===== src/hdl/fpc_pkg.sv =====
// Shared types, codes and helper functions of the fixed-point calculator ALU.
// No dependencies.
package fpc_pkg;

  localparam int unsigned DataW     = 32;
  localparam int unsigned NumW      = 48;
  localparam int unsigned CordicN   = 23;
  localparam int unsigned DivN      = 48;
  localparam logic [31:0] MaxPos    = 32'h7FFF_FFFF;
  localparam logic [31:0] MinNeg    = 32'h8000_0000;
  localparam logic [47:0] C32       = 48'h20_0000;
  localparam logic [23:0] AngHalf   = 24'h5A_0000;
  localparam logic [23:0] AngFull   = 24'hB4_0000;
  localparam logic [16:0] Recip180  = 17'd93207;

  typedef enum logic [3:0] {
    OP_MUL   = 4'd0,
    OP_DIV   = 4'd1,
    OP_ADD   = 4'd2,
    OP_SUB   = 4'd3,
    OP_AVG   = 4'd4,
    OP_ABS   = 4'd5,
    OP_F2C   = 4'd6,
    OP_C2F   = 4'd7,
    OP_TAN   = 4'd8,
    OP_ROUND = 4'd9
  } op_e;

  typedef enum logic [1:0] {
    ST_OK    = 2'd0,
    ST_DIV0  = 2'd1,
    ST_SAT   = 2'd2,
    ST_BADOP = 2'd3
  } status_e;

  typedef struct packed {
    logic [31:0] res;
    status_e     st;
  } res_t;

  typedef struct packed {
    op_e                op;
    logic               done;
    logic               neg;
    res_t               r;
    logic signed [33:0] x;
    logic signed [33:0] y;
    logic signed [25:0] z;
    logic [47:0]        num;
    logic [31:0]        den;
    logic [31:0]        rem;
    logic [47:0]        quo;
  } item_t;

  function automatic res_t sat(input logic neg, input logic [47:0] mag);
    res_t o;
    o.st = ST_OK;
    if (!neg) begin
      if (mag > 48'h7FFF_FFFF) begin
        o.res = MaxPos;
        o.st  = ST_SAT;
      end else begin
        o.res = mag[31:0];
      end
    end else begin
      if (mag > 48'h8000_0000) begin
        o.res = MinNeg;
        o.st  = ST_SAT;
      end else begin
        o.res = 32'd0 - mag[31:0];
      end
    end
    return o;
  endfunction

  // Arctangent of 2^-i in degrees, 16 fraction bits.
  function automatic logic signed [25:0] atan_deg(input int unsigned i);
    logic signed [25:0] v;
    case (i)
      0:  v = 26'sd2949120;
      1:  v = 26'sd1740967;
      2:  v = 26'sd919879;
      3:  v = 26'sd466945;
      4:  v = 26'sd234379;
      5:  v = 26'sd117304;
      6:  v = 26'sd58666;
      7:  v = 26'sd29335;
      8:  v = 26'sd14668;
      9:  v = 26'sd7334;
      10: v = 26'sd3667;
      11: v = 26'sd1833;
      12: v = 26'sd917;
      13: v = 26'sd458;
      14: v = 26'sd229;
      15: v = 26'sd115;
      16: v = 26'sd57;
      17: v = 26'sd29;
      18: v = 26'sd14;
      19: v = 26'sd7;
      20: v = 26'sd4;
      21: v = 26'sd2;
      22: v = 26'sd1;
      default: v = 26'sd0;
    endcase
    return v;
  endfunction

endpackage


===== src/hdl/fpc_div_cell.sv =====
// One restoring-division cell: produces one quotient bit per item per cycle while its successor is ready.
// Depends on fpc_pkg.
module fpc_div_cell
  import fpc_pkg::*;
(
  input  logic  clk_i,
  input  logic  rst_ni,
  input  logic  valid_i,
  output logic  ready_o,
  input  item_t item_i,
  output logic  valid_o,
  input  logic  ready_i,
  output item_t item_o
);

  logic  v_q;
  item_t item_q, item_d;
  logic [32:0] rem_sh, rem_sub;
  logic        ge;

  assign ready_o = !v_q || ready_i;
  assign rem_sh  = {item_i.rem, item_i.num[47]};
  assign rem_sub = rem_sh - {1'b0, item_i.den};
  assign ge      = rem_sh >= {1'b0, item_i.den};

  always_comb begin
    item_d     = item_i;
    item_d.rem = ge ? rem_sub[31:0] : rem_sh[31:0];
    item_d.num = {item_i.num[46:0], 1'b0};
    item_d.quo = {item_i.quo[46:0], ge};
  end

  always_ff @(posedge clk_i or negedge rst_ni) begin
    if (!rst_ni) begin
      v_q <= 1'b0;
    end else if (ready_o) begin
      v_q <= valid_i;
    end
  end

  always_ff @(posedge clk_i) begin
    if (ready_o && valid_i) begin
      item_q <= item_d;
    end
  end

  assign valid_o = v_q;
  assign item_o  = item_q;

endmodule


===== config.mk =====
export PLATFORM = sky130hd
export DESIGN_NAME = fpc_div_cell
export DESIGN_NICKNAME = d
export VERILOG_FILES = /design/src/hdl/fpc_pkg.sv /design/src/hdl/fpc_div_cell.sv
export SDC_FILE = /design/constraint.sdc
export NUM_CORES = 1
export LEC_CHECK = 0
export BUFFER_PORTS_ARGS = -buffer_cell sky130_fd_sc_hd__buf_2
export CORE_AREA = 2 2 233 235
export DETAILED_ROUTE_END_ITERATION = 8
export DIE_AREA = 0 0 235 237
export HOLD_SLACK_MARGIN = 0.1
export PLACE_DENSITY_LB_ADDON = 0.15
export SLEW_MARGIN = 20
export SYNTH_ARGS = -nofsm -noshare
export SYNTH_HDL_FRONTEND = slang
export SYNTH_SLANG_ARGS = --single-unit
export TNS_END_PERCENT = 30

===== constraint.sdc =====
create_clock -name clk_i -period 7.9 [get_ports clk_i]
set_input_delay 1.58 -clock clk_i [delete_from_list [all_inputs] [get_ports clk_i]]
set_output_delay 1.58 -clock clk_i [all_outputs]
set_load 0.03 [all_outputs]

==> results.json, run 1 <==
{
  "finalSetupTns_ps": 0,
  "route.detailed.drc": 0,
  "cp_top_family": "compound AO/OA/AOI/OAI gates",
  "antenna_found_initial": 17,
  "hold_viol": 0,
  "start_util_pct": 20.76,
  "arrival_ps": 5150,
  "multi_input_area_um2": 2002,
  "rsz0062_at_grt": "false",
  "synth_top_area_cell": "edfxtp_1",
  "ys_seq_area_share_pct": 79.76,
  "drtAntennaViolNets": 0,
  "area_growth_pct": 45.17,
  "criticalPathCategory": "primary input to flop",
  "htree_levels": 2,
  "critPathRequiredTime_ps": 8180,
  "vias_per_cell": 3.994,
  "clk_pin_slew_ps": 60,
  "final_max_slew_viol_count": 0,
  "synth_ff_type": "edfxtp_1",
  "fin_crit_ps": 4869,
  "first_pass_iters": 4,
  "r2r-end": "item_o[15]",
  "irDropWorstVdd_mv": 0.1244,
  "cts_buffers": 37,
  "syn-cell-area_um2": 11060,
  "numClockSinks": 294,
  "synthArstFlopShare_pct": 0.3401,
  "cts_hold_buf": 0,
  "routed_wl_um": 42140,
  "grt_pass1_vias": 7948,
  "max_cap_viol_count": 0,
  "clockBufferDepth": 3,
  "post-cts-setup-buffers": 0,
  "synth_adder_area_share_pct": 3.800,
  "rows": 85,
  "min_from": "valid_o",
  "clk_latency_ps": 530,
  "fp.dieW_um": 235,
  "clockRootBuffer": "clkbuf_16",
  "yosys.area.top_type_share_pct": 79.53,
  "nets": 1589,
  "overflow": 0,
  "vias": 7921,
  "gp_congestion": 0.7881,
  "syn_avg_cell_area_um2": 17.18,
  "cp_slowest_cell": "o31ai_4",
  "power_mw": 4.173,
  "min_to": "valid_o",
  "routedWlPerCell_um": 21.25,
  "grt_first_pass_wirelength_um": 57950,
  "synthMuxAreaShare_pct": 1.108,
  "synth_cells": 644,
  "dieArea_um2": 55700,
  "seq_area_um2": 8823,
  "synth-xor-area-share_pct": 2.138,
  "max_stage_delay_ps": 850,
  "fillerInstances": 5513,
  "synth_compound_area_share_pct": 6.616,
  "synth_cell_types": 50,
  "fin_crit_sh_pct": 61.64,
  "hp-class": "flop to flop",
  "dp_hpwl_um": 33340,
  "path_buf_inv": 3,
  "portBuffers": 591,
  "cts_tree": "yes",
  "die_h_um": 237,
  "rr_startpoint": "valid_o",
  "core_um2": 53280,
  "syn-num-nets": 975,
  "synth.area.top_cells": "edfxtp_1 (80%), ha_1 (3.6%), a21oi_1 (2.5%)",
  "critPathMaxFanout": 34,
  "crit_path_end_kind": "flop",
  "finClkSkew_ps": 9.504,
  "drtIter0Drc": 417,
  "layout.cells.non_filler": 1983,
  "synth_top_family_by_area": "compound AO/OA/AOI/OAI gates",
  "max_slew.worst_pin.slew_ps": 976.0,
  "setup_viol": 0,
  "synth_commonest_cells": "edfxtp_1 (293), a21oi_1 (56), inv_1 (38)",
  "leakage_nw": 6.781,
  "maxSlewHeadroom_pct": 34.93,
  "reg2regPathDepth": 3,
  "ys_seq_elements": 294,
  "drive_above_1_share_pct": 51.29,
  "yosys_warnings": 0,
  "whs_path_depth": 2,
  "clock.fmax_mhz": 205.4,
  "io_pins": 594,
  "r2r_slack_ps": 5580,
  "cp-start-kind": "primary input",
  "cts_resized": 0,
  "grt_use_total_pct": 14.44,
  "path_cells": "buf_2 > inv_1 > ha_1 > nand4_1 > or4_1 > a21oi_1 > nor3_1 > a211oi_2 > o21ai_2 > o31ai_4 > buf_12 > mux2_2",
  "synth_edf_count": 293,
  "dp_cells": 1915,
  "status": "finished clean",
  "synth.most_common_cell": "edfxtp_1",
  "power_density_nw_per_um2": 259.8,
  "grt_max_degree": 137,
  "synth-simple-area-share_pct": 4.377
}
-- registers in the layout (all words and copies together), names as in the netlist --
register  cells
item_o      293
valid_o       1
-- worst max-delay path by stage --
stage                     depth (start not counted)  slack, ps       start    endpoint
after floorplan                                   2       1880     ready_i   item_o[0]
after global placement                           12       2350  item_i[98]  item_o[52]
after detailed placement                         12       2320  item_i[98]  item_o[51]
after CTS                                        12       2910  item_i[98]  item_o[55]
after global routing                             12       2730  item_i[98]  item_o[55]
final                                            12       3030  item_i[98]  item_o[51]
-- layer usage --
layer,vias up,global-route usage [%],part of all wire [%]
met5,-,0,0.37
met4,24,5.600,3.6
met3,93,6.470,9.1
met2,330,26.10,52
met1,3794,14.46,35
li1,3680,-,-
-- report_power, final --
part	leakage [nW]	total, mW	switching (mW)	internal, mW
clock	0.583	1.69	0.667	1.02
sequential	2.80	1.86	0.0207	1.84
combinational	3.40	0.621	0.425	0.196
-- cell families (layout without fill, tap and decap cells) --
| logic type | Yosys count | after routing |
|---|---|---|
| other | 1 | 5 |
| DFF | 294 | 294 |
| adders and majority gates | 33 | 33 |
| AOI/OAI and AO/OA | 119 | 119 |
| muxes | 11 | 11 |
| buffers and inverters | 57 | 696 |
| and+or+nand+nor | 102 | 102 |
| xor gates and xnor gates | 27 | 27 |
-- stage by stage --
step	instance area (um2)	utilization (%)	setup WS [ps]	hold WS, ps
after floorplan	11060	-	1883	925.1
after global placement	14860	27.88	2348	525.3
after detailed placement	14860	27.88	2315	527.0
after CTS	16050	30.12	2910	544.7
after global routing	16050	30.12	2726	582.4
final	16060	30.14	3031	550.5
-- cells in the final DEF (no fill, tap or decap), types with 12 or more instances in the layout --
cell	instances
o21ai_0	16
buf_2	591
a21oi_1	56
xnor2_1	15
nand2_1	26
a21o_1	12
inv_1	38
clkbuf_16	37
nor2_1	35
ha_1	32
xor2_1	12
edfxtp_1	293
-- cell type report --
type	instances	share of cell area (%)
sequential	294	54.94
inverter	38	0.8881
clock buffer	43	5.905
clock inverter	21	1.527
timing repair buffer	594	18.79
tap	696	5.422
multi-input combinational	293	12.46
antenna	4	0.06232
-- worst reg2reg max path, cell delays in order, from the launching register on --
cell	delay [ps]
dfrtp_1	370
nand2b_1	120
and2_4	680
buf_12	580
(Power assumes the default switching activity.)
==> run 2: changes to the inputs <==
clock period = 4.8 ns   (was 7.9 ns; I/O delays follow)
==> results.json, run 2 (synthesized netlist as in run 1, its figures left out) <==
{
  "hold_viol": 0,
  "fp.dieW_um": 235,
  "area_growth_pct": 46.16,
  "r2r-end": "item_o[65]",
  "routed_wl_um": 42240,
  "path_buf_inv": 3,
  "fillerInstances": 5476,
  "dieArea_um2": 55700,
  "max_stage_delay_ps": 510,
  "clockBufferDepth": 3,
  "met3_usage_pct": 6.668,
  "finalSetupTns_ps": 0,
  "cp_top_family": "compound AO/OA/AOI/OAI gates",
  "vias": 7976,
  "die_h_um": 237,
  "fin_area_um2": 16170,
  "cts_hold_buf": 0,
  "max_cap_viol_count": 0,
  "critPathRequiredTime_ps": 5070,
  "clk_pin_slew_ps": 60,
  "final_max_slew_viol_count": 0,
  "worstSetupEndpoint": "item_o[74]",
  "max_slew.worst_pin.slew_ps": 569.3,
  "dp_hpwl_um": 33750,
  "first_pass_iters": 4,
  "drive_above_1_share_pct": 51.66,
  "layout_commonest_cell": "buf_2",
  "crit_path_end_kind": "flop",
  "reg2regPathDepth": 3,
  "grt_pass1_vias": 8106,
  "largest_reg_flops": 293,
  "cp-start-kind": "primary input",
  "vias_per_cell": 3.996,
  "grt_use_total_pct": 14.42,
  "cts_tree": "yes",
  "cts_resized": 0,
  "grt_first_pass_wirelength_um": 57840,
  "leakage_nw": 6.833,
  "fin_crit_ps": 3745,
  "start_util_pct": 20.76,
  "htree_levels": 2,
  "post-cts-setup-buffers": 0,
  "fin_crit_sh_pct": 78.02,
  "path_depth": 12,
  "rr_startpoint": "valid_o",
  "seq_area_um2": 8823,
  "drtAntennaViolNets": 0,
  "setup_viol": 0,
  "criticalPathCategory": "primary input to flop",
  "route.detailed.drc": 0,
  "cts_buffers": 37,
  "maxSlewHeadroom_pct": 61.76,
  "antenna_found_initial": 21,
  "status": "finished clean",
  "grt_max_degree": 94,
  "arrival_ps": 4020,
  "numClockSinks": 294,
  "routedWlPerCell_um": 21.16,
  "layout_common_cells": "buf_2 (591), edfxtp_1 (293), a21oi_1 (56)",
  "rows": 85,
  "clock.fmax_mhz": 267.0,
  "irDropWorstVdd_mv": 0.2328,
  "clk_latency_ps": 530,
  "critPathMaxFanout": 20,
  "met2_usage_pct": 27.25,
  "cp_slowest_cell": "or4_1",
  "use_met1_pct": 13.65,
  "overflow": 0,
  "drtIter0Drc": 336,
  "multi_input_area_um2": 2002,
  "hp-class": "primary input to async pin",
  "rsz0062_at_grt": "false",
  "r2r_slack_ps": 2850,
  "nets": 1596,
  "startpoint": "item_i[95]",
  "power_density_nw_per_um2": 428.4,
  "clockRootBuffer": "clkbuf_16",
  "path_cells": "buf_2 > inv_1 > ha_1 > nand4_1 > or4_1 > a21oi_1 > nor3_1 > a211oi_2 > o21ai_2 > o31ai_4 > buf_4 > mux2_1",
  "gp_congestion": 0.7894,
  "core_um2": 53280,
  "dpl_cell_area_um2": 14920,
  "busiest_layer": "met2",
  "finClkSkew_ps": 9.335,
  "io_pins": 594,
  "portBuffers": 591
}
## run 2: cell types whose count changed in the layout (fill, tap and decap cells not counted), sizes merged
cell,change
buf,+7
clkinv,+4
diode,+3
clkbuf,-2
clkinvlp,+2
inv,-1
## run 2: worst min path at each step
stage | to | depth (start not counted) | slack (ps) | from
after detailed placement | valid_o | 2 | 530 | valid_o
after floorplan | valid_o | 0 | 660 | rst_ni
final | valid_o | 1 | 200 | rst_ni
after global placement | valid_o | 2 | 500 | valid_o
after global routing | valid_o | 1 | 160 | rst_ni
after CTS | valid_o | 1 | 150 | rst_ni
## run 2: area by class of cell
| cell class | instances | share of cell area, % |
|---|---|---|
| Sequential cell | 294 | 54.57 |
| Timing Repair Buffer | 601 | 19.07 |
| Multi-Input combinational cell | 293 | 12.38 |
| Clock buffer | 41 | 5.951 |
| Tap cell | 696 | 5.386 |
| Clock inverter | 26 | 1.656 |
| Inverter | 38 | 0.8821 |
| Antenna cell | 7 | 0.1083 |
## run 2: per-stage QoR
| stage | setup slack [ps] | utilization [%] | std cells | hold WS (ps) | total power, mW |
|---|---|---|---|---|---|
| after floorplan | 965.1 | - | 644 | 664.4 | 3.749 |
| after global placement | 479.1 | 28.01 | 1922 | 504.9 | 4.163 |
| after detailed placement | 432.4 | 28.01 | 1922 | 533.9 | 4.165 |
| after CTS | 1017 | 30.31 | 1989 | 148.1 | 7.071 |
| after global routing | 856.2 | 30.32 | 1990 | 160.1 | 7.224 |
| final | 1055 | 30.35 | 1996 | 196.4 | 6.927 |
## run 2: per-layer routing
layer  vias to the layer above  share of wire (%)
met1                      3814                 34
met5                         -               0.39
met2                       327                 54
met3                        90                9.1
met4                        24                3.0
li1                       3721                  -
## run 2: power by group
group          switching, mW  total (mW)  internal, mW
registers             0.0349        3.06          3.03
clock network           1.12        2.84          1.72
logic                  0.700        1.03         0.330
total                   1.85        6.93          5.07
==> run 3: changes to the inputs <==
ABC_AREA = 1   (was not set)
CORE_AREA = 2 2 229 231   (was 2 2 233 235)
DIE_AREA = 0 0 231 233   (was 0 0 235 237)
clock period = 3.69 ns   (was 4.8 ns; I/O delays follow)
==> results.json, run 3 <==
{
  "power_switching_mw": 2.465,
  "drtIter0Drc": 498,
  "reg2regPathDepth": 2,
  "p_clk_share_pct": 39.4,
  "gp_congestion": 0.8735,
  "layout.cells.non_filler": 2290,
  "hp-class": "primary input to flop",
  "synth_edf_count": 293,
  "clk_latency_ps": 530,
  "rows": 83,
  "synth_cells": 953,
  "finalSetupTns_ps": 0,
  "synth_ff_type": "edfxtp_1",
  "syn-cell-area_um2": 12050,
  "switching_share_pct": 27.66,
  "synth_top_family_by_area": "simple AND/OR/NAND/NOR gates",
  "dp_cells": 2222,
  "syn-num-nets": 1284,
  "grt_max_degree": 76,
  "routedWlPerCell_um": 20.02,
  "synth_adder_area_share_pct": 3.489,
  "arrival_ps": 3100,
  "max_slew.worst_pin.slew_ps": 941.8,
  "die_h_um": 233,
  "synth-simple-area-share_pct": 15.64,
  "fin_area_um2": 17080,
  "clockBufferDepth": 3,
  "htree_levels": 2,
  "cp_slowest_cell": "nor2_4",
  "status": "finished clean",
  "ys_seq_area_share_pct": 73.23,
  "routed_wl_um": 45840,
  "criticalPathCategory": "primary input to flop",
  "comb_power_share_pct": 16.0,
  "internal-power_mw": 6.447,
  "cts_resized": 0,
  "cp_top_family": "simple AND/OR/NAND/NOR gates",
  "path_cells": "buf_2 > inv_1 > ha_1 > nand2_1 > nor2_1 > nand2_1 > nor2_2 > nand2_1 > nand3_1 > nor2_4 > nand2_8 > nand3_2 > nand2_1",
  "synth_compound_area_share_pct": 1.059,
  "portBuffers": 591,
  "drive_above_1_share_pct": 42.63,
  "power_frac_seq_pct": 44.6,
  "start_util_pct": 23.58,
  "fin_crit_sh_pct": 76.64,
  "clockRootBuffer": "clkbuf_16",
  "antenna_found_initial": 17,
  "first_pass_iters": 5,
  "irDropWorstVdd_mv": 0.2895,
  "io_pins": 594,
  "yosys.area.top_type_share_pct": 73.02,
  "leakage_nw": 7.920,
  "dpl_cell_area_um2": 15910,
  "clock.fmax_mhz": 353.6,
  "final_max_slew_viol_count": 0,
  "max_cap_viol_count": 0,
  "r2r-end": "item_o[245]",
  "power_mw": 8.912,
  "hold_viol": 0,
  "synth-xor-area-share_pct": 1.018,
  "path_common_cell": "nand2_1",
  "cts_tree": "yes",
  "maxSlewHeadroom_pct": 37.06,
  "area_growth_pct": 41.74,
  "fp.dieW_um": 231,
  "pre_cts_ws_ps": 177.2,
  "max_stage_delay_ps": 730,
  "synth.most_common_cell": "edfxtp_1",
  "numClockSinks": 294,
  "layout_common_cells": "buf_2 (591), edfxtp_1 (293), nand2_1 (278)",
  "synth_top_area_cell": "edfxtp_1",
  "power_density_nw_per_um2": 521.8,
  "worstSetupEndpoint": "item_o[65]",
  "largest_reg_flops": 293,
  "layout_commonest_cell": "buf_2",
  "rsz0062_at_grt": "false",
  "cp-start-kind": "primary input",
  "finClkSkew_ps": 15.47,
  "final_core_util_pct": 33.43,
  "synth_cell_types": 32,
  "core_um2": 51090,
  "fin_crit_ps": 2828,
  "synthArstFlopShare_pct": 0.3401,
  "vias_per_cell": 3.983,
  "path_buf_inv": 2,
  "nets": 1912,
  "ys_seq_elements": 294,
  "critPathRequiredTime_ps": 3960,
  "dp_hpwl_um": 37290,
  "dieArea_um2": 53820,
  "r2r_slack_ps": 1770,
  "synth.area.top_cells": "edfxtp_1 (73%), nand2_1 (8.7%), inv_1 (4.7%)",
  "fin_hold_ws_ps": 377.2,
  "overflow": 0,
  "grt_use_total_pct": 16.22,
  "syn_avg_cell_area_um2": 12.64,
  "grt_pass1_vias": 9046,
  "synth_commonest_cells": "edfxtp_1 (293), nand2_1 (278), inv_1 (151)",
  "drtAntennaViolNets": 0,
  "synthMuxAreaShare_pct": 0,
  "fin_ws_ps": 862.0,
  "startpoint": "item_i[103]",
  "route.detailed.drc": 0,
  "yosys_warnings": 0,
  "rr_startpoint": "valid_o",
  "vias": 9120,
  "crit_path_end_kind": "flop",
  "grt_first_pass_wirelength_um": 62600,
  "setup_viol": 0,
  "critPathMaxFanout": 35,
  "path_depth": 13,
  "cts_buffers": 36,
  "clk_pin_slew_ps": 60
}
run 3: cell type report:
class	instances	area (um2)
multi-input cells	494	2570
diodes	3	7.507
fillers	5325	34020
clock buffers	45	934.6
repair buffers	601	3085
inverters	154	585.6
flip-flops and latches	294	8823
well taps	680	850.8
clock inverters	19	221.5
run 3: repair_timing:
item	in CTS	in global routing
endpoints found under the setup margin	0	0
hold buffers	1	0
setup buffers	0	0
endpoints found under the hold margin	1	0
run 3: power groups by stage:
stage	clock [mW]	combinational, mW	sequential [mW]
after floorplan	0	0.472	4.49
after global routing	3.76	1.56	3.99
after CTS	3.65	1.46	3.98
after global placement	0	1.45	4.05
final	3.51	1.42	3.98
after detailed placement	0	1.46	4.05
run 3: how the worst min path moves through the flow:
stage	slack, ps	startpoint	cells after the start	end
2_1_floorplan	440	rst_ni	0	valid_o
3_3_place_gp	510	rst_ni	1	valid_o
3_5_place_dp	520	rst_ni	1	valid_o
4_1_cts	330	item_i[21]	1	item_o[22]
5_1_grt	340	item_i[252]	1	item_o[252]
6_report	380	item_i[114]	1	item_o[115]
run 3: cell families (layout without fill, tap and decap cells):
group | count (synthesis) | after routing
adders and majority gates | 33 | 33
other | 1 | 4
and+or+nand+nor | 421 | 421
AOI/OAI and AO/OA | 25 | 25
xor gates and xnor gates | 14 | 14
DFF | 294 | 294
buffers and inverters | 165 | 819
run 3: per-layer routing:
metal | global-route usage, % | wire, um | up-vias
met1 | 16.50 | 16020 | 4228
met5 | 0 | 162 | -
met2 | 31.30 | 24970 | 337
li1 | - | - | 4446
met4 | 4.052 | 1012 | 24
met3 | 5.674 | 3680 | 85
