### src/hdl/fpc_pkg.sv
// Shared types, codes and helper functions of the fixed-point calculator ALU.
// No dependencies.
package fpc_pkg;

  localparam int unsigned DataW     = 32;
  localparam int unsigned NumW      = 48;
  localparam int unsigned CordicN   = 23;
  localparam int unsigned DivN      = 48;
  localparam logic [31:0] MaxPos    = 32'h7FFF_FFFF;
  localparam logic [31:0] MinNeg    = 32'h8000_0000;
  localparam logic [47:0] C32       = 48'h20_0000;
  localparam logic [23:0] AngHalf   = 24'h5A_0000;
  localparam logic [23:0] AngFull   = 24'hB4_0000;
  localparam logic [16:0] Recip180  = 17'd93207;

  typedef enum logic [3:0] {
    OP_MUL   = 4'd0,
    OP_DIV   = 4'd1,
    OP_ADD   = 4'd2,
    OP_SUB   = 4'd3,
    OP_AVG   = 4'd4,
    OP_ABS   = 4'd5,
    OP_F2C   = 4'd6,
    OP_C2F   = 4'd7,
    OP_TAN   = 4'd8,
    OP_ROUND = 4'd9
  } op_e;

  typedef enum logic [1:0] {
    ST_OK    = 2'd0,
    ST_DIV0  = 2'd1,
    ST_SAT   = 2'd2,
    ST_BADOP = 2'd3
  } status_e;

  typedef struct packed {
    logic [31:0] res;
    status_e     st;
  } res_t;

  typedef struct packed {
    op_e                op;
    logic               done;
    logic               neg;
    res_t               r;
    logic signed [33:0] x;
    logic signed [33:0] y;
    logic signed [25:0] z;
    logic [47:0]        num;
    logic [31:0]        den;
    logic [31:0]        rem;
    logic [47:0]        quo;
  } item_t;

  function automatic res_t sat(input logic neg, input logic [47:0] mag);
    res_t o;
    o.st = ST_OK;
    if (!neg) begin
      if (mag > 48'h7FFF_FFFF) begin
        o.res = MaxPos;
        o.st  = ST_SAT;
      end else begin
        o.res = mag[31:0];
      end
    end else begin
      if (mag > 48'h8000_0000) begin
        o.res = MinNeg;
        o.st  = ST_SAT;
      end else begin
        o.res = 32'd0 - mag[31:0];
      end
    end
    return o;
  endfunction

  // Arctangent of 2^-i in degrees, 16 fraction bits.
  function automatic logic signed [25:0] atan_deg(input int unsigned i);
    logic signed [25:0] v;
    case (i)
      0:  v = 26'sd2949120;
      1:  v = 26'sd1740967;
      2:  v = 26'sd919879;
      3:  v = 26'sd466945;
      4:  v = 26'sd234379;
      5:  v = 26'sd117304;
      6:  v = 26'sd58666;
      7:  v = 26'sd29335;
      8:  v = 26'sd14668;
      9:  v = 26'sd7334;
      10: v = 26'sd3667;
      11: v = 26'sd1833;
      12: v = 26'sd917;
      13: v = 26'sd458;
      14: v = 26'sd229;
      15: v = 26'sd115;
      16: v = 26'sd57;
      17: v = 26'sd29;
      18: v = 26'sd14;
      19: v = 26'sd7;
      20: v = 26'sd4;
      21: v = 26'sd2;
      22: v = 26'sd1;
      default: v = 26'sd0;
    endcase
    return v;
  endfunction

endpackage

### src/hdl/fpc_cordic_cell.sv
// One CORDIC rotation cell of the tangent chain, with its own pipeline register.
// Depends on fpc_pkg.
module fpc_cordic_cell
  import fpc_pkg::*;
#(
  parameter int unsigned STEP = 0
) (
  input  logic  clk_i,
  input  logic  rst_ni,
  input  logic  valid_i,
  output logic  ready_o,
  input  item_t item_i,
  output logic  valid_o,
  input  logic  ready_i,
  output item_t item_o
);

  localparam logic signed [25:0] Atan = atan_deg(STEP);

  logic  v_q;
  item_t item_q, item_d;
  logic signed [33:0] xs, ys;

  assign ready_o = !v_q || ready_i;
  assign xs = item_i.x >>> STEP;
  assign ys = item_i.y >>> STEP;

  always_comb begin
    item_d = item_i;
    if (!item_i.z[25]) begin
      item_d.x = item_i.x - ys;
      item_d.y = item_i.y + xs;
      item_d.z = item_i.z - Atan;
    end else begin
      item_d.x = item_i.x + ys;
      item_d.y = item_i.y - xs;
      item_d.z = item_i.z + Atan;
    end
  end

  always_ff @(posedge clk_i or negedge rst_ni) begin
    if (!rst_ni) begin
      v_q <= 1'b0;
    end else if (ready_o) begin
      v_q <= valid_i;
    end
  end

  always_ff @(posedge clk_i) begin
    if (ready_o && valid_i) begin
      item_q <= item_d;
    end
  end

  assign valid_o = v_q;
  assign item_o  = item_q;

endmodule

### config.mk
export PLATFORM = sky130hd
export DESIGN_NAME = fpc_cordic_cell
export DESIGN_NICKNAME = d
export VERILOG_FILES = /design/src/hdl/fpc_pkg.sv /design/src/hdl/fpc_cordic_cell.sv
export SDC_FILE = /design/constraint.sdc
export NUM_CORES = 1
export LEC_CHECK = 0
export BUFFER_PORTS_ARGS = -buffer_cell sky130_fd_sc_hd__buf_2
export CAP_MARGIN = 15
export CORE_AREA = 2 2 230 232
export DETAILED_ROUTE_END_ITERATION = 6
export DIE_AREA = 0 0 232 234
export HOLD_SLACK_MARGIN = 0.12
export SLEW_MARGIN = 30
export SYNTH_ARGS = -nofsm -noshare
export SYNTH_HDL_FRONTEND = slang
export SYNTH_SLANG_ARGS = --single-unit
### constraint.sdc
create_clock -name clk_i -period 9.13 [get_ports clk_i]
set_input_delay 0.4565 -clock clk_i [delete_from_list [all_inputs] [get_ports clk_i]]
set_output_delay 0.4565 -clock clk_i [all_outputs]
set_load 0.05 [all_outputs]
==> results.txt, run 1 <==
Status -> complete, no violations
Vias in the first global route -> 13300
First-pass GRT wire length -> 97400 um
Sequential Power Share -> 39.7%
GRT Util Overall -> 25.5%
Final Hold Viols -> 0
TritonCTS buffer count -> 37
Net switching power -> 1.42 mW
First-pass detailed-route iteration total -> 5
Hold-fix buffers, CTS -> 212
Die X-Extent -> 232 um
Layout area overhead -> 47.7%
Total negative slack -> 0 ps
Leak pwr -> 9.33 nW
Switch share -> 34.3%
Syn_nets -> 1608
Core area -> 0.0520 mm^2
Clk Latency, worst-skew pair -> 560 ps
Design Power -> 4.15 mW
Syn avg cell area -> 12.3 um^2
# port buffers -> 593
Final Setup Violations -> 0
Initial antenna violation count -> 29
Hold WC Path Type -> input port to flip-flop
IO Count -> 594
Max Cap Viol -> 0
Worst EP arrival -> 3770 ps
RSZ-0062 raised after global routing -> no
CTS Sinks -> 294
Post-synth cell types -> 70
Fin crit share -> 37.9%
Setup CP Type -> input port to flip-flop
Sequential-to-total area share from yosys stat -> 59.8%
Most frequent cells after synthesis -> edfxtp_1, a21oi_1, inv_1
Clock transition at the registers of the reported paths -> 60 ps
PwrDens -> 191 mW/mm^2
Htree depth -> 2
CTS tree -> built
Clock power share -> 33.5%
Post-CTS sizing -> 0
CTS root buffer -> clkbuf_16
Fin nets -> 2415
Num rows -> 84
Max Slew Vio Count -> 0
Post-DP HPWL -> 57900 um
Die Y -> 234 um
Mapped Cells -> 1199
Maximum VDD drop -> 126 uV
Die Area -> 0.0543 mm^2
Worst Path Max Fanout -> 13
Clock skew -> 19.2 ps
Worst-Margin Slew -> 947 ps
Post-synth top area share -> 59.6%
Via density -> 4.82
Min Hold Slack -> 129 ps
Comb pwr share -> 26.8%
Total grt overflow -> 0
Max Fclk -> 289 MHz
WL per Instance -> 26.5 um
Largest cells by area after synthesis -> edfxtp_1, ha_1, a21oi_1, xnor2_1, inv_1
Post-synth EDFFs -> 293
DRC -> 0
Initial Util -> 28.4%
Largest net degree at the start of global routing -> 132
Count leader, synth -> edfxtp_1
Min Tclk post-route -> 3460 ps
Worst-case clock buffer depth -> 3
Critical Path Sink Type -> flip-flop
Gpl congestion -> 0.936
Most used DFF post-synth -> edfxtp_1
Starting DRT DRC Count -> 1079
Synthesized cell area -> 0.0148 mm^2
Via count -> 13200
Setup Buffers After CTS -> 0
CP startpoint kind -> input port
Syn. warnings -> 0
Antenna Nets Post-Route -> 0
Cell Int Power -> 2.73 mW
Ys async rst share -> 0.340%
Yosys top cell by area -> edfxtp_1
Share of layout cells above drive strength 1 -> 32.9%
Post-synthesis register bit count -> 294
Total wire length -> 72500 um
Crit path required time -> 9440 ps
Worst slew margin -> 36.8%
[power groups by stage]
stage          Combinational, mW  Sequential [mW]  Clock (mW)
6_report                    1.11             1.65        1.39
5_1_grt                     1.17             1.66        1.47
4_1_cts                     1.11             1.65        1.43
3_5_place_dp                1.02             1.67           0
3_3_place_gp                1.02             1.67           0
2_1_floorplan              0.349             2.02           0
[routing by layer]
layer  part of all wire (%)  track usage [%]  routed length, um  vias up
met3                    8.1             6.20               5900       99
met4                    3.7             10.2               2710       10
met2                     47             41.5              34000      600
met5                  0.080                0                 58        -
met1                     41             32.5              29900     6498
li1                       -                -                  -     6011
[registers in the layout (all words and copies together) (netlist names)]
signal and count:
valid_o 1, item_o 293
[cells by family after synthesis]
kind of cell / count (synthesis) / synth area share (%)
flops: 294 / 59.8
buf+inv: 155 / 4.25
fa+ha+maj: 111 / 9.62
xor+xnor: 73 / 4.33
compound gates: 327 / 13.7
simple gates: 222 / 7.13
mux: 17 / 1.15
[stage by stage]
stage / util [%] / area, um^2 / std cells / worst slack [ps]
3_3_place_gp: 35.4 / 18400 / 2441 / 5150
3_5_place_dp: 35.5 / 18500 / 2443 / 5150
4_1_cts: 41.8 / 21700 / 2721 / 5740
5_1_grt: 41.8 / 21800 / 2730 / 5530
6_report: 41.9 / 21800 / 2741 / 5670
2_1_floorplan: - / 14800 / 1199 / 676
[worst paths after layout]
path	start	endpoint	slack (ps)	depth (start not counted)
worst max-delay path	item_i[194]	item_o[219]$_DFFE_PP_	5670	13
worst min-delay path	item_i[60]	item_o[60]$_DFFE_PP_	130	1
worst max register to register	valid_o$_DFFE_PN0N_	item_o[215]$_DFFE_PP_	6580	5
worst min register to register	valid_o$_DFFE_PN0N_	valid_o$_DFFE_PN0N_	550	2
max in group asynchronous	rst_ni	valid_o$_DFFE_PN0N_	8840	2
min in group asynchronous	rst_ni	valid_o$_DFFE_PN0N_	200	2
[final cells by class]
cell class | instances | area, um^2
Antenna cell | 20 | 50.0
Clock buffer | 43 | 948
Clock inverter | 23 | 193
Fill cell | 5024 | 30200
Inverter | 112 | 420
Multi-Input combinational cell | 750 | 5320
Sequential cell | 294 | 8820
Tap cell | 688 | 861
Timing Repair Buffer | 811 | 5180
[layout by cell type, fill, tap and decap left out, types with 20 or more instances in the layout]
cell type / Yosys / final
a21oi_1: 124 / 124
buf_2: 12 / 593
clkbuf_16: 0 / 37
diode_2: 0 / 20
dlygate4sd3_1: 0 / 212
edfxtp_1: 293 / 293
ha_1: 107 / 107
inv_1: 108 / 108
nand2_1: 49 / 49
nor2_1: 87 / 87
o21ai_0: 74 / 74
o21bai_1: 24 / 24
xnor2_1: 64 / 64
[critical path, cell delays in order]
cell,delay (ps)
buf_2,100
inv_1,40
ha_1,550
nor3_1,170
a31o_1,270
or3b_1,420
o21ai_1,350
a31oi_2,250
a41oi_1,540
nor3_1,110
nor3_1,220
o21ai_0,130
xnor2_1,150
Note: power is estimated with default switching activity, not from simulation.
==> run 2: changes to the inputs <==
Settings changed: ABC_AREA set to 1, CORE_AREA 2 2 230 232 to 2 2 231 233, DIE_AREA 0 0 232 234 to 0 0 233 235.
Clock period 9.13 ns to 3.4 ns, I/O delays scaled along.
==> run 2 against run 1 <==
  * Die area is 0.86% higher
  * Register-to-register slack worse by 5200 ps
  * Highest routed layer is now met4
  * Synthesized cell count is 50% higher
  * Clock skew is 6.6 ps lower
  * Sequential power grew to 2.7 times the previous value
  * Area after synthesis is 11% higher
  * Largest power group is now clock
  * Power grew to 2.9 times the previous value
  * Combinational power grew to 2.9 times the previous value
  * Clock power grew to 3.2 times the previous value
  * Wire length is 15% higher
  * Global-route usage is 4.1 points higher
  * Final area is 9.4% higher
==> results.txt, run 2 <==
Fin nets -> 3035
Cell Int Power -> 7.96 mW
DRC -> 0
Layout area overhead -> 45.0%
Post-synth top area share -> 53.5%
Crit path required time -> 3710 ps
Switch share -> 34.0%
Largest net degree at the start of global routing -> 78
Final Setup Violations -> 0
Post-CTS sizing -> 0
Setup Buffers After CTS -> 0
Htree depth -> 2
Worst-case clock buffer depth -> 3
Inst Count DP -> 3050
WL per Instance -> 24.9 um
First-pass detailed-route iteration total -> 6
Clock skew -> 12.6 ps
Via density -> 5.01
GRT Util Overall -> 29.6%
Cell area after layout -> 0.0238 mm^2
Mapped Cells -> 1799
Commonest cells after routing, fill and taps aside -> buf_2, nand2_1, edfxtp_1
Most common cell after layout, fill and taps aside -> buf_2
Syn_nets -> 2208
Critical Path Sink Type -> flip-flop
Most frequent cells after synthesis -> nand2_1, edfxtp_1, inv_1
IO Count -> 594
Ys async rst share -> 0.340%
Hold WC Path Type -> input port to flip-flop
Worst EP arrival -> 2940 ps
Final Hold Viols -> 0
Die X-Extent -> 233 um
Count leader, synth -> nand2_1
First-pass GRT wire length -> 116000 um
Vias in the first global route -> 16800
# port buffers -> 593
Net switching power -> 4.10 mW
PwrDens -> 506 mW/mm^2
Core area -> 0.0522 mm^2
Yosys top cell by area -> edfxtp_1
Num rows -> 84
Status -> complete, no violations
Post-synthesis register bit count -> 294
Share of layout cells above drive strength 1 -> 25.4%
Initial antenna violation count -> 10
Fin crit share -> 77.5%
CTS root buffer -> clkbuf_16
Sequential-to-total area share from yosys stat -> 53.7%
CTS Sinks -> 294
Total wire length -> 83500 um
CP startpoint kind -> input port
Post-DP Area -> 0.0202 mm^2
Max Cap Viol -> 0
Die Y -> 235 um
Gpl congestion -> 1.00
Max Slew Vio Count -> 0
Syn. warnings -> 0
Comb pwr share -> 26.6%
Post-synth EDFFs -> 293
Die Area -> 0.0548 mm^2
Min Tclk post-route -> 2640 ps
Clock power share -> 36.8%
Initial Util -> 31.5%
Starting DRT DRC Count -> 1470
Clk Latency, worst-skew pair -> 560 ps
Maximum VDD drop -> 335 uV
Layout Cells excl Fill -> 3348
Setup CP Type -> input port to flip-flop
CTS tree -> built
Worst-Margin Slew -> 784 ps
Leak pwr -> 11.2 nW
Via count -> 16800
Syn avg cell area -> 9.14 um^2
Antenna Nets Post-Route -> 0
Post-synth cell types -> 37
Max reg flops -> 293
Worst Path Max Fanout -> 4
Post-DP HPWL -> 66400 um
TritonCTS buffer count -> 37
Clock transition at the registers of the reported paths -> 50 ps
Largest cells by area after synthesis -> edfxtp_1, nand2_1, ha_1, inv_1, nand3_1
Max Fclk -> 379 MHz
RSZ-0062 raised after global routing -> no
Total grt overflow -> 0
Synthesized cell area -> 0.0164 mm^2
Worst slew margin -> 47.7%
Sequential Power Share -> 36.6%
Most used DFF post-synth -> edfxtp_1
## run 2: cell count changes after synthesis, sizes merged, moves of 12 or more
cell / delta
inv: +139
o31ai: -12
xor2: +20
buf: +12
mux2i: -16
nand3: +155
xnor2: -62
nand2: +421
o21ai: +21
nor2: +45
## run 2: layer usage
metal	GRT usage [%]	routed length [um]	share of wire [%]
met3	4.22	5560	6.7
met4	10.7	3210	3.8
met2	51.2	40600	49
met5	0	0	0
met1	37.3	34200	41
## run 2: layout make-up
cell class                      count  area (um^2)
Antenna cell                        7         17.5
Clock buffer                       43          970
Clock inverter                     23          378
Fill cell                        4989        28400
Inverter                          248          931
Multi-Input combinational cell   1213         6460
Sequential cell                   294         8820
Tap cell                          688          861
Timing Repair Buffer              832         5390
## run 2: critical path, cell delays in order
cell	delay, ps
dlygate4sd3_1	520
buf_2	120
inv_1	40
ha_1	200
fa_1	470
o21ai_0	480
nand2_1	140
nand2_1	120
nand2_1	70
nand2_1	220
nand2_1	120
nand2_1	80
nand2_1	40
nand3_1	70
nand2_1	60
## run 2: worst paths after layout
kind	from	endpoint	slack (ps)	depth (start not counted)
worst max-delay path	item_i[220]	item_o[252]$_DFFE_PP_	760	15
worst min-delay path	item_i[187]	item_o[221]$_DFFE_PP_	190	3
worst max register to register	valid_o$_DFFE_PN0N_	item_o[8]$_DFFE_PP_	1420	2
worst min register to register	valid_o$_DFFE_PN0N_	item_o[239]$_DFFE_PP_	860	1
max in group asynchronous	rst_ni	valid_o$_DFFE_PN0N_	2820	3
min in group asynchronous	rst_ni	valid_o$_DFFE_PN0N_	470	3
## run 2: power by group through the flow
stage               sequential [mW]  clock (mW)  combinational [mW]
floorplan                      5.30           0                1.09
global placement               4.49           0                2.94
detailed placement             4.48           0                2.94
CTS                            4.42        4.51                3.19
global route                   4.43        4.64                3.42
finish                         4.41        4.44                3.21
## run 2: kinds of logic after synthesis
family / synth area share [%]
compound gates: 8.68
xor+xnor: 1.65
fa+ha+maj: 8.63
buf+inv: 7.07
flops: 53.7
mux: 0.0609
simple gates: 20.2
## run 2: metrics by stage
stage / setup slack, ps / utilization, % / TNS [ps] / hold slack (ps) / power (mW)
after detailed placement: 646 / 38.7 / 0 / -51.7 / 7.42
after CTS: 825 / 45.6 / 0 / 166 / 12.1
after global placement: 636 / 38.7 / 0 / -52.5 / 7.42
final: 764 / 45.6 / 0 / 190 / 12.1
after global routing: 558 / 45.6 / 0 / 190 / 12.5
after floorplan: -2410 / - / -705370 / -126 / 6.39
## run 2: timing repair
item | CTS | global route
hold endpoints to repair | 223 | 0
hold buffers | 225 | 0
setup endpoints to repair | 0 | 0
==> run 3: changes to the inputs <==
Settings changed: CORE_AREA 2 2 231 233 to 2 2 229 231, DIE_AREA 0 0 233 235 to 0 0 231 233.
Clock period 3.4 ns to 2.15 ns, I/O delays scaled along.
==> run 3 against run 2 <==
  * The run now ends with DRC left
  * Largest cell class unchanged
  * Cell count is 7.6% higher
  * Die area is 1.7% lower
  * Non-clock buffer count increased by 270
  * Combinational power grew 78%
  * Critical path type unchanged
==> results.txt, run 3 (synthesized netlist as in run 2, its figures left out) <==
Max Fclk -> 498 MHz
Maximum VDD drop -> 664 uV
Htree depth -> 2
Total grt overflow -> 0
Worst slew margin -> 41.3%
Worst-Margin Slew -> 880 ps
Status -> finished, violations left
TritonCTS buffer count -> 35
CTS tree -> built
Largest net degree at the start of global routing -> 72
Max Cap Viol -> 0
RSZ-0062 raised after global routing -> no
Worst EP arrival -> 2310 ps
First-pass detailed-route iteration total -> 7
Commonest cells after routing, fill and taps aside -> buf_2, nand2_1, edfxtp_1
Slowest-stage cell, CP -> ha_1
WL per Instance -> 23.1 um
CP cell instances -> buf_2 > inv_1 > ha_1 > nand2_1 > nor2_1 > nand2_1 > nor2_1 > nand3_1 > nand2_1 > nor2_1 > nand2_1 > nand2_1 > nand3_1 > nand2_1
Hold WC Path Type -> input port to flip-flop
GRT Util Overall -> 30.0%
Share of layout cells above drive strength 1 -> 32.0%
Crit-path max cell delay -> 500 ps
Final Setup Violations -> 0
Fin crit share -> 93.3%
Final Util -> 50.1%
Die Y -> 233 um
Cell area after layout -> 0.0256 mm^2
Leak pwr -> 12.4 nW
Post-DP HPWL -> 67100 um
Crit path buf inv count -> 2
Max reg flops -> 293
Critical path launch point -> item_i[203]
Num rows -> 83
Initial Util -> 32.2%
Layout area overhead -> 55.9%
Via density -> 4.84
Min Tclk post-route -> 2010 ps
Reg2Reg Launch Point -> valid_o$_DFFE_PN0N_
Clock transition at the registers of the reported paths -> 60 ps
Antenna Nets Post-Route -> 0
Worst Path Max Fanout -> 8
Fin nets -> 3303
Fill cell count -> 4801
Most common cell after layout, fill and taps aside -> buf_2
CTS Sinks -> 294
Die Area -> 0.0538 mm^2
CP top delay family -> simple AND/OR/NAND/NOR gates
CTS root buffer -> clkbuf_16
Total wire length -> 83200 um
Clock skew -> 17.1 ps
Worst-case clock buffer depth -> 3
First-pass GRT wire length -> 117000 um
Gpl congestion -> 0.988
Violated checks -> DRC
Critical Path Sink Type -> flip-flop
Core area -> 0.0511 mm^2
Via count -> 17400
IO Count -> 594
Crit path required time -> 2460 ps
CP startpoint kind -> input port
PwrDens -> 727 mW/mm^2
Clk Latency, worst-skew pair -> 550 ps
Starting DRT DRC Count -> 1428
Post-DP Area -> 0.0222 mm^2
Max Slew Vio Count -> 0
Initial antenna violation count -> 11
Die X-Extent -> 231 um
Worst Min Path Start -> item_i[253]
Vias in the first global route -> 17600
Final Hold Viols -> 0
Setup CP Type -> input port to flip-flop
DRC -> 3
R2R setup slack -> 550 ps
CP dominant cell by count -> nand2_1
# port buffers -> 593
-- run 3: cell count changes in the layout (fill, tap and decap cells not counted), sizes merged --
cell	previous run	this run
bufinv	9	3
clkbuf	43	39
diode	7	2
inv	250	249
dlygate4sd3	225	229
clkinv	10	17
buf	607	873
-- run 3: worst register-to-register path: stages, from the launching register on --
cell,delay [ps]
dfrtp_2,430
a21oi_4,190
buf_12,230
buf_12,320
-- run 3: path summary, 6_finish.rpt --
| check | to | cells after the start |
|---|---|---|
| min in group asynchronous | valid_o$_DFFE_PN0N_ | 3 |
| worst max-delay path | item_o[219]$_DFFE_PP_ | 14 |
| worst min register to register | item_o[261]$_DFFE_PP_ | 2 |
| worst min-delay path | item_o[219]$_DFFE_PP_ | 6 |
| worst max register to register | item_o[285]$_DFFE_PP_ | 3 |
| max in group asynchronous | valid_o$_DFFE_PN0N_ | 3 |
-- run 3: what timing repair did --
action                     4_1_cts  5_1_grt
setup buffers                    0        0
hold buffers                   229        0
gates resized for setup          0        2
hold endpoints to repair       229        0
setup endpoints to repair        0        3
-- run 3: final cells by class --
class / count / area, um^2 / share of cell area [%]
diodes: 2 / 5.00 / 0.0195
clock buffers: 39 / 891 / 3.48
clock inverters: 23 / 229 / 0.894
inverters: 248 / 931 / 3.63
multi-input cells: 1213 / 6460 / 25.2
flip-flops and latches: 294 / 8820 / 34.4
well taps: 680 / 851 / 3.32
repair buffers: 1102 / 7420 / 29.0
-- run 3: routing by layer --
metal | vias up | GRT usage [%] | part of all wire [%]
li1 | 8188 | - | -
met1 | 8315 | 38.1 | 41
met2 | 766 | 50.6 | 47
met3 | 140 | 6.05 | 7.4
met4 | 6 | 11.2 | 3.9
met5 | - | 0 | 0.044
-- run 3: metrics by stage --
step	TNS, ps	power [mW]	worst slack (ps)	hold WS [ps]	std cells
after detailed placement	-9920	12.3	-423	-113	3308
final	0	18.6	144	154	3601
after global routing	0	19.3	26.4	157	3599
after floorplan	-1071620	10.1	-3660	-188	1799
after global placement	-8040	12.3	-391	-115	3308
after CTS	0	18.7	148	134	3599
-- run 3: power by group --
part / total [mW] / switching, mW / internal (mW)
clock: 5.95 / 2.57 / 3.38
combinational: 5.71 / 3.77 / 1.93
sequential: 6.97 / 0.154 / 6.82
